## config.mk

```make
export PLATFORM = sky130hd
export DESIGN_NAME = peripheral_clock_gate_regs
export DESIGN_NICKNAME = d
export VERILOG_FILES = /design/src/rtl/pcg_pkg.sv /design/src/rtl/pcg_ram.sv /design/src/rtl/pcg_div_store.sv /design/src/rtl/peripheral_clock_gate_regs.sv
export SDC_FILE = /design/constraint.sdc
export NUM_CORES = 1
export LEC_CHECK = 0
export ABC_AREA = 1
export ABC_CLOCK_PERIOD_IN_PS = 7300
export BUFFER_PORTS_ARGS = -buffer_cell sky130_fd_sc_hd__buf_2
export CORE_ASPECT_RATIO = 0.6
export CORE_UTILIZATION = 52
export CTS_CLUSTER_DIAMETER = 200
export DETAILED_ROUTE_END_ITERATION = 8
export GPL_ROUTABILITY_DRIVEN = 0
export PLACE_DENSITY_LB_ADDON = 0.2
export SLEW_MARGIN = 10
export SYNTH_ARGS = -nofsm -noshare
export SYNTH_HDL_FRONTEND = slang
export SYNTH_SLANG_ARGS = --single-unit
```

## constraint.sdc

```tcl
create_clock -name i_clk -period 7.3 [get_ports i_clk]
set_input_delay 1.095 -clock i_clk [delete_from_list [all_inputs] [get_ports i_clk]]
set_output_delay 1.095 -clock i_clk [all_outputs]
set_load 0.05 [all_outputs]
```

## src/rtl/pcg_pkg.sv

```systemverilog
// Shared types, register codes and masks for the peripheral clock gate registers.
// No dependencies; used by every module of the block except pcg_ram.
package pcg_pkg;

    localparam int NUM_PERIPH  = 64;
    localparam int FIRST_GATED = 2;
    localparam int MAP_W       = 64;
    localparam int ID_W        = 6;
    localparam int DIV_W       = 2;

    localparam int CTL_CMD_BIT   = 12;
    localparam int CTL_DIV_SHIFT = 16;
    localparam int CTL_EN_BIT    = 28;

    localparam logic OP_WRITE = 1'b0;
    localparam logic OP_READ  = 1'b1;

    localparam logic [2:0] REG_SET_LO   = 3'd0;
    localparam logic [2:0] REG_CLR_LO   = 3'd1;
    localparam logic [2:0] REG_STAT_LO  = 3'd2;
    localparam logic [2:0] REG_SET_HI   = 3'd3;
    localparam logic [2:0] REG_CLR_HI   = 3'd4;
    localparam logic [2:0] REG_STAT_HI  = 3'd5;
    localparam logic [2:0] REG_CTRL     = 3'd6;
    localparam logic [2:0] REG_UNMAPPED = 3'd7;

    typedef struct packed {
        logic        op;
        logic [2:0]  reg_sel;
        logic [31:0] wdata;
    } t_req;

    typedef struct packed {
        logic [31:0] rdata;
        logic        bad_reg;
    } t_rsp;

    typedef struct packed {
        logic              en;
        logic [ID_W-1:0]   addr;
        logic [DIV_W-1:0]  div;
    } t_div_wr;

    function automatic logic id_exists(input logic [ID_W-1:0] id);
        return ({1'b0, id} < (ID_W+1)'(NUM_PERIPH));
    endfunction

    function automatic logic id_gated(input logic [ID_W-1:0] id);
        return id_exists(id) && ({1'b0, id} >= (ID_W+1)'(FIRST_GATED));
    endfunction

    function automatic logic [MAP_W-1:0] f_gated_mask();
        logic [MAP_W-1:0] m;
        m = '0;
        for (int i = 0; i < MAP_W; i++) begin
            m[i] = (i < NUM_PERIPH) && (i >= FIRST_GATED);
        end
        return m;
    endfunction

    function automatic logic [MAP_W-1:0] f_forced_mask();
        logic [MAP_W-1:0] m;
        m = '0;
        for (int i = 0; i < MAP_W; i++) begin
            m[i] = (i < NUM_PERIPH) && (i < FIRST_GATED);
        end
        return m;
    endfunction

    localparam logic [MAP_W-1:0] GATED_MASK  = f_gated_mask();
    localparam logic [MAP_W-1:0] FORCED_MASK = f_forced_mask();

endpackage

```

## src/rtl/pcg_ram.sv

```systemverilog
// Generic single-write, single-read RAM with registered read data.
// No dependencies.
module pcg_ram #(
    parameter int WIDTH  = 2,
    parameter int DEPTH  = 64,
    parameter int ADDR_W = $clog2(DEPTH)
) (
    input  logic              i_clk,
    input  logic              i_we,
    input  logic [ADDR_W-1:0] i_waddr,
    input  logic [WIDTH-1:0]  i_wdata,
    input  logic [ADDR_W-1:0] i_raddr,
    output logic [WIDTH-1:0]  o_rdata
);

    logic [WIDTH-1:0] r_mem [DEPTH];
    logic [WIDTH-1:0] r_rdata;

    always_ff @(posedge i_clk) begin
        if (i_we) begin
            r_mem[i_waddr] <= i_wdata;
        end
        r_rdata <= r_mem[i_raddr];
    end

    assign o_rdata = r_rdata;

endmodule

```

## src/rtl/pcg_div_store.sv

```systemverilog
// Per-peripheral divider store: RAM, per-entry valid bits and write bypass.
// Depends on pcg_pkg and pcg_ram.
module pcg_div_store (
    input  logic                           i_clk,
    input  logic                           i_rst_n,
    input  pcg_pkg::t_div_wr               i_wr,
    input  logic [pcg_pkg::ID_W-1:0]       i_raddr,
    output logic [pcg_pkg::DIV_W-1:0]      o_div
);

    localparam int DEPTH = 1 << pcg_pkg::ID_W;

    logic [DEPTH-1:0]              r_valid;
    logic                          r_rvalid;
    logic                          r_byp;
    logic [pcg_pkg::DIV_W-1:0]     r_byp_div;
    logic [pcg_pkg::DIV_W-1:0]     ram_q;
    logic                          hit;

    pcg_ram #(
        .WIDTH (pcg_pkg::DIV_W),
        .DEPTH (DEPTH)
    ) u_ram (
        .i_clk   (i_clk),
        .i_we    (i_wr.en),
        .i_waddr (i_wr.addr),
        .i_wdata (i_wr.div),
        .i_raddr (i_raddr),
        .o_rdata (ram_q)
    );

    assign hit = i_wr.en && (i_wr.addr == i_raddr);

    always_ff @(posedge i_clk) begin
        if (!i_rst_n) begin
            r_valid  <= '0;
            r_rvalid <= 1'b0;
            r_byp    <= 1'b0;
        end else begin
            if (i_wr.en) begin
                r_valid[i_wr.addr] <= 1'b1;
            end
            r_rvalid <= r_valid[i_raddr];
            r_byp    <= hit;
        end
        r_byp_div <= i_wr.div;
    end

    assign o_div = r_byp ? r_byp_div : (r_rvalid ? ram_q : '0);

endmodule

```

## src/rtl/peripheral_clock_gate_regs.sv

```systemverilog
// Top level of the peripheral clock gate registers: request register, register
// logic, enable map and result register. Depends on pcg_pkg and pcg_div_store.
//
// One request is taken per cycle while o_busy is low (it is high during reset and
// in the first cycle after it). Each request gives one response on o_rsp, marked
// by o_done for one cycle, after it has passed the request register and then
// the register logic into the result register. The response must be captured in
// that cycle. Control reads see every earlier write.
module peripheral_clock_gate_regs (
    input  logic           i_clk,
    input  logic           i_rst_n,
    input  logic           i_start,
    input  pcg_pkg::t_req  i_req,
    output logic           o_busy,
    output logic           o_done,
    output pcg_pkg::t_rsp  o_rsp
);

    logic                          r_busy;
    logic                          r_vld;
    pcg_pkg::t_req                 r_req;
    logic                          r_done;
    pcg_pkg::t_rsp                 r_rsp;
    logic [pcg_pkg::MAP_W-1:0]     r_en_map;
    logic [pcg_pkg::ID_W-1:0]      r_sel;

    logic [pcg_pkg::MAP_W-1:0]     n_en_map;
    logic [pcg_pkg::ID_W-1:0]      n_sel;
    pcg_pkg::t_rsp                 n_rsp;
    pcg_pkg::t_div_wr              div_wr;
    logic [pcg_pkg::DIV_W-1:0]     sel_div;

    logic [pcg_pkg::MAP_W-1:0]     status;
    logic [pcg_pkg::MAP_W-1:0]     bits;
    logic                          is_wr;
    logic [pcg_pkg::ID_W-1:0]      wr_id;
    logic                          accept;

    assign accept = i_start && !r_busy;
    assign status = (r_en_map & pcg_pkg::GATED_MASK) | pcg_pkg::FORCED_MASK;
    assign is_wr  = (r_req.op == pcg_pkg::OP_WRITE);
    assign wr_id  = r_req.wdata[pcg_pkg::ID_W-1:0];

    always_comb begin
        n_en_map    = r_en_map;
        n_sel       = r_sel;
        n_rsp       = '0;
        div_wr      = '0;
        div_wr.addr = wr_id;
        div_wr.div  = r_req.wdata[pcg_pkg::CTL_DIV_SHIFT +: pcg_pkg::DIV_W];
        bits        = '0;
        if (r_vld) begin
            case (r_req.reg_sel)
                pcg_pkg::REG_SET_LO, pcg_pkg::REG_SET_HI: begin
                    if (r_req.reg_sel == pcg_pkg::REG_SET_HI) begin
                        bits = {r_req.wdata, 32'd0};
                    end else begin
                        bits = {32'd0, r_req.wdata};
                    end
                    if (is_wr) begin
                        n_en_map = r_en_map | (bits & pcg_pkg::GATED_MASK);
                    end
                end
                pcg_pkg::REG_CLR_LO, pcg_pkg::REG_CLR_HI: begin
                    if (r_req.reg_sel == pcg_pkg::REG_CLR_HI) begin
                        bits = {r_req.wdata, 32'd0};
                    end else begin
                        bits = {32'd0, r_req.wdata};
                    end
                    if (is_wr) begin
                        n_en_map = r_en_map & ~(bits & pcg_pkg::GATED_MASK);
                    end
                end
                pcg_pkg::REG_STAT_LO: begin
                    if (!is_wr) begin
                        n_rsp.rdata = status[31:0];
                    end
                end
                pcg_pkg::REG_STAT_HI: begin
                    if (!is_wr) begin
                        n_rsp.rdata = status[63:32];
                    end
                end
                pcg_pkg::REG_CTRL: begin
                    if (is_wr) begin
                        n_sel = wr_id;
                        if (r_req.wdata[pcg_pkg::CTL_CMD_BIT] && pcg_pkg::id_gated(wr_id)) begin
                            div_wr.en = 1'b1;
                            n_en_map[wr_id] = r_req.wdata[pcg_pkg::CTL_EN_BIT];
                        end
                    end else begin
                        n_rsp.rdata[pcg_pkg::ID_W-1:0] = r_sel;
                        if (pcg_pkg::id_exists(r_sel)) begin
                            n_rsp.rdata[pcg_pkg::CTL_DIV_SHIFT +: pcg_pkg::DIV_W] = sel_div;
                            n_rsp.rdata[pcg_pkg::CTL_EN_BIT] = status[r_sel];
                        end
                    end
                end
                default: begin
                    n_rsp.bad_reg = 1'b1;
                end
            endcase
        end
    end

    // divider of the selected peripheral is read at its next id, so it lines up with r_sel
    pcg_div_store u_div (
        .i_clk   (i_clk),
        .i_rst_n (i_rst_n),
        .i_wr    (div_wr),
        .i_raddr (n_sel),
        .o_div   (sel_div)
    );

    always_ff @(posedge i_clk) begin
        if (!i_rst_n) begin
            r_busy   <= 1'b1;
            r_vld    <= 1'b0;
            r_done   <= 1'b0;
            r_en_map <= '0;
            r_sel    <= '0;
        end else begin
            r_busy   <= 1'b0;
            r_vld    <= accept;
            r_done   <= r_vld;
            r_en_map <= n_en_map;
            r_sel    <= n_sel;
        end
        if (accept) begin
            r_req <= i_req;
        end
        r_rsp <= n_rsp;
    end

    assign o_busy = r_busy;
    assign o_done = r_done;
    assign o_rsp  = r_rsp;

    ap_done_follows_req: assert property (@(posedge i_clk) disable iff (!i_rst_n)
        (i_start && !o_busy) |-> ##2 o_done)
        else $error("request without response");

    ap_no_spurious_done: assert property (@(posedge i_clk) disable iff (!i_rst_n)
        o_done |-> $past(i_start && !o_busy, 2))
        else $error("response without request");

    ap_ungated_clear: assert property (@(posedge i_clk) disable iff (!i_rst_n)
        (r_en_map & ~pcg_pkg::GATED_MASK) == '0)
        else $error("ungated peripheral bit stored in enable map");

    ap_bad_reg_zero: assert property (@(posedge i_clk) disable iff (!i_rst_n)
        (o_done && o_rsp.bad_reg) |-> (o_rsp.rdata == '0))
        else $error("unknown register returned data");

endmodule

```

==> run summary <==
status: completed
Final Hold Fails: 0
antenna violations before repair: 0
Yosys cell types: 34
buffer count from post-CTS setup fixing: 0
Required @ worst endpoint: 7.80 ns
chip width: 225 µm
core area: 29000 µm²
pin slew with the least headroom to its limit: 1.16 ns
most common cell after layout, fill and taps aside: nand2_1
WHS Path Cells: 2
Arrival @ worst endpoint: 4.42 ns
Switch Pwr: 0.000862 W
endpoints failing setup: 0
cell count of the worst reg-to-reg path: 10
initial core utilization: 0.535
critical path class: flip-flop to flip-flop
Synth Register Bits: 338
Worst Skew: 0.0161 ns
sw frac: 0.228
RSZ-0062 raised after global routing: no
Cell Pwr Density: 221 nW/µm²
logic gate share of total power: 0.044
final worst-path cycle share: 0.537
clk buf depth: 3
Mapped Cells: 1922
first-pass GRT wire length: 74.6 mm
remaining antenna violation count after routing: 0
Worst Hold Class: flip-flop to flip-flop
grt ovf: 0
share of power burned in registers: 0.532
Final HPWL DP: 32.4 mm
hold buffer count at CTS: 0
total negative slack: 0 ns
cts repair resizes: 0
vias in the first global route: 12700
clock transition at the registers of the reported paths: 0.07 ns
Starting DRT DRC Count: 2320
critical path fanouts, max: 48
via/cell ratio: 5.96
Die Ht: 136 µm
Synthesis Warnings: 0
Placement Setup Slack: 3.75 ns
max-slew violation count: 0
CTS tree: built
synthesized area: 15500 µm²
Pre-antenna DRT Iters: 6
number of port buffers: 73
Hold WS: 0.434 ns
Remaining DRCs: 0
syn avg cell area: 8.07 µm²
Nets: 1976
largest net degree at the start of global routing: 102
GRT Total Usage: 0.322
Clk pwr share: 0.425
Worst-Skew Late Latency: 0.58 ns
clock tree root buffer cell: clkbuf_16
share of cells above drive strength 1: 0.0826
area delta synth->final: 10.1%
Critical Path Source Type: flip-flop
Slew headroom: 0.225
TritonCTS Buffers: 31
routed vias: 14100
register area share after synthesis: 0.542
standard-cell rows: 48
cell-internal power: 0.00291 W
post-route setup slack: 3.38 ns
CTS sink count: 338
antenna cells: 0
htree depth: 1
min Tclk post-route: 3.92 ns
most frequent cells in the layout: 329 x nand2_1, 306 x nor2_1, 211 x o21ai_0
num ports: 74
die area: 30500 µm²
WL final: 49.2 mm
VDD IR max: 0.000181 V
critical path capture point type: flip-flop
routed len/inst: 20.8 µm
Max Cap Violations: 0
P_leak: 6.17 nW
fmax: 0.255 GHz
[metrics by stage]
stage                     instance area, µm²  power, W   util  cells
after global placement                 16100   0.00220  0.555   2304
after CTS                              17100   0.00378  0.588   2361
final                                  17100   0.00378  0.589   2361
after detailed placement               16100   0.00221  0.555   2304
after global routing                   17100   0.00387  0.589   2361
after floorplan                        15500   0.00214      -   1925
[per-layer routing]
metal  track usage  vias to the layer above  part of all wire
met2         0.441                      929              0.40
met1         0.475                     6590              0.44
met3         0.113                      128              0.14
met5       0.00645                        -                 0
met4        0.0903                        0             0.031
li1              -                     6434                 -
[power by group through the flow]
stage | sequential, W | clock [W] | combinational [W]
2_1_floorplan | 0.00205 | 0 | 0.0000916
3_3_place_gp | 0.00205 | 0 | 0.000154
3_5_place_dp | 0.00205 | 0 | 0.000157
4_1_cts | 0.00201 | 0.00161 | 0.000158
5_1_grt | 0.00201 | 0.00168 | 0.000175
6_report | 0.00201 | 0.00160 | 0.000165
[registers in the layout, summed over array words and instances (netlist names)]
| register | cells |
|---|---|
| div_wr | 8 |
| o_busy | 1 |
| o_done | 1 |
| o_rsp | 33 |
| r_en_map | 62 |
| r_req | 28 |
| r_sel | 6 |
| r_vld | 1 |
| u_div.r_byp | 1 |
| u_div.r_byp_div | 2 |
| u_div.r_rvalid | 1 |
| u_div.r_valid | 64 |
| u_div.u_ram.o_rdata | 2 |
| u_div.u_ram.r_mem | 128 |
[path summary, 6_finish.rpt]
check | startpoint | end | slack, ns
setup / recovery | r_req[32] | r_en_map[61] | 3.38
setup reg to reg | r_req[32] | r_en_map[61] | 3.38
hold reg to reg | u_div.r_valid[1] | u_div.r_valid[1] | 0.43
hold / removal | u_div.r_valid[1] | u_div.r_valid[1] | 0.43
[Yosys cell counts]
master / number / share of area
a21oi_1: 102 / 0.033
a221o_1: 2 / 0.0013
a22oi_1: 31 / 0.015
buf_1: 2 / 0.00048
buf_2: 40 / 0.013
buf_4: 2 / 0.00097
clkbuf_1: 72 / 0.017
clkbuf_2: 1 / 0.00032
clkinv_1: 8 / 0.0019
conb_1: 1 / 0.00024
dfxtp_1: 174 / 0.22
edfxtp_1: 164 / 0.32
inv_1: 197 / 0.048
inv_2: 5 / 0.0012
nand2_1: 331 / 0.080
nand2_2: 1 / 0.00040
nand2_4: 1 / 0.00073
nand3_1: 120 / 0.039
nand3_2: 1 / 0.00065
nand4_1: 1 / 0.00040
nor2_1: 309 / 0.075
nor2_2: 2 / 0.00081
nor2_4: 1 / 0.00073
nor3_1: 22 / 0.0071
nor3_2: 1 / 0.00065
nor3b_1: 1 / 0.00048
o211ai_1: 35 / 0.017
o21ai_0: 211 / 0.068
o21ai_1: 23 / 0.0074
o21ai_2: 2 / 0.0011
o21bai_1: 4 / 0.0019
o221ai_1: 12 / 0.0068
o22ai_1: 42 / 0.017
o31ai_1: 1 / 0.00048
[cell type report]
class / instances / area, µm²
Multi-Input combinational cell: 1260 / 5860
Inverter: 210 / 791
Clock inverter: 10 / 82.6
Timing Repair Buffer: 96 / 538
Sequential cell: 338 / 8410
Tap cell: 400 / 500
Clock buffer: 47 / 896
Fill cell: 2653 / 11900
[critical path, stage by stage, from the launching register on]
cell and delay, ns:
edfxtp_1 0.46, inv_1 0.11, nand3_2 0.07, buf_4 0.49, inv_1 0.55, nand2_1 0.19, nand2_1 0.24, inv_1 0.84
buf_4 0.49, o21ai_0 0.17, a21oi_1 0.16
[cell families (layout without fill, tap and decap cells)]
kind of cell | count (synthesis) | after routing | synth area share
AND/OR/NAND/NOR | 791 | 791 | 0.206
AO/OA/AOI/OAI | 465 | 465 | 0.169
flip-flops | 338 | 338 | 0.542
buffers and inverters | 327 | 363 | 0.0829
other | 1 | 4 | 0.000242
Note: power is estimated with default switching activity, not from simulation.
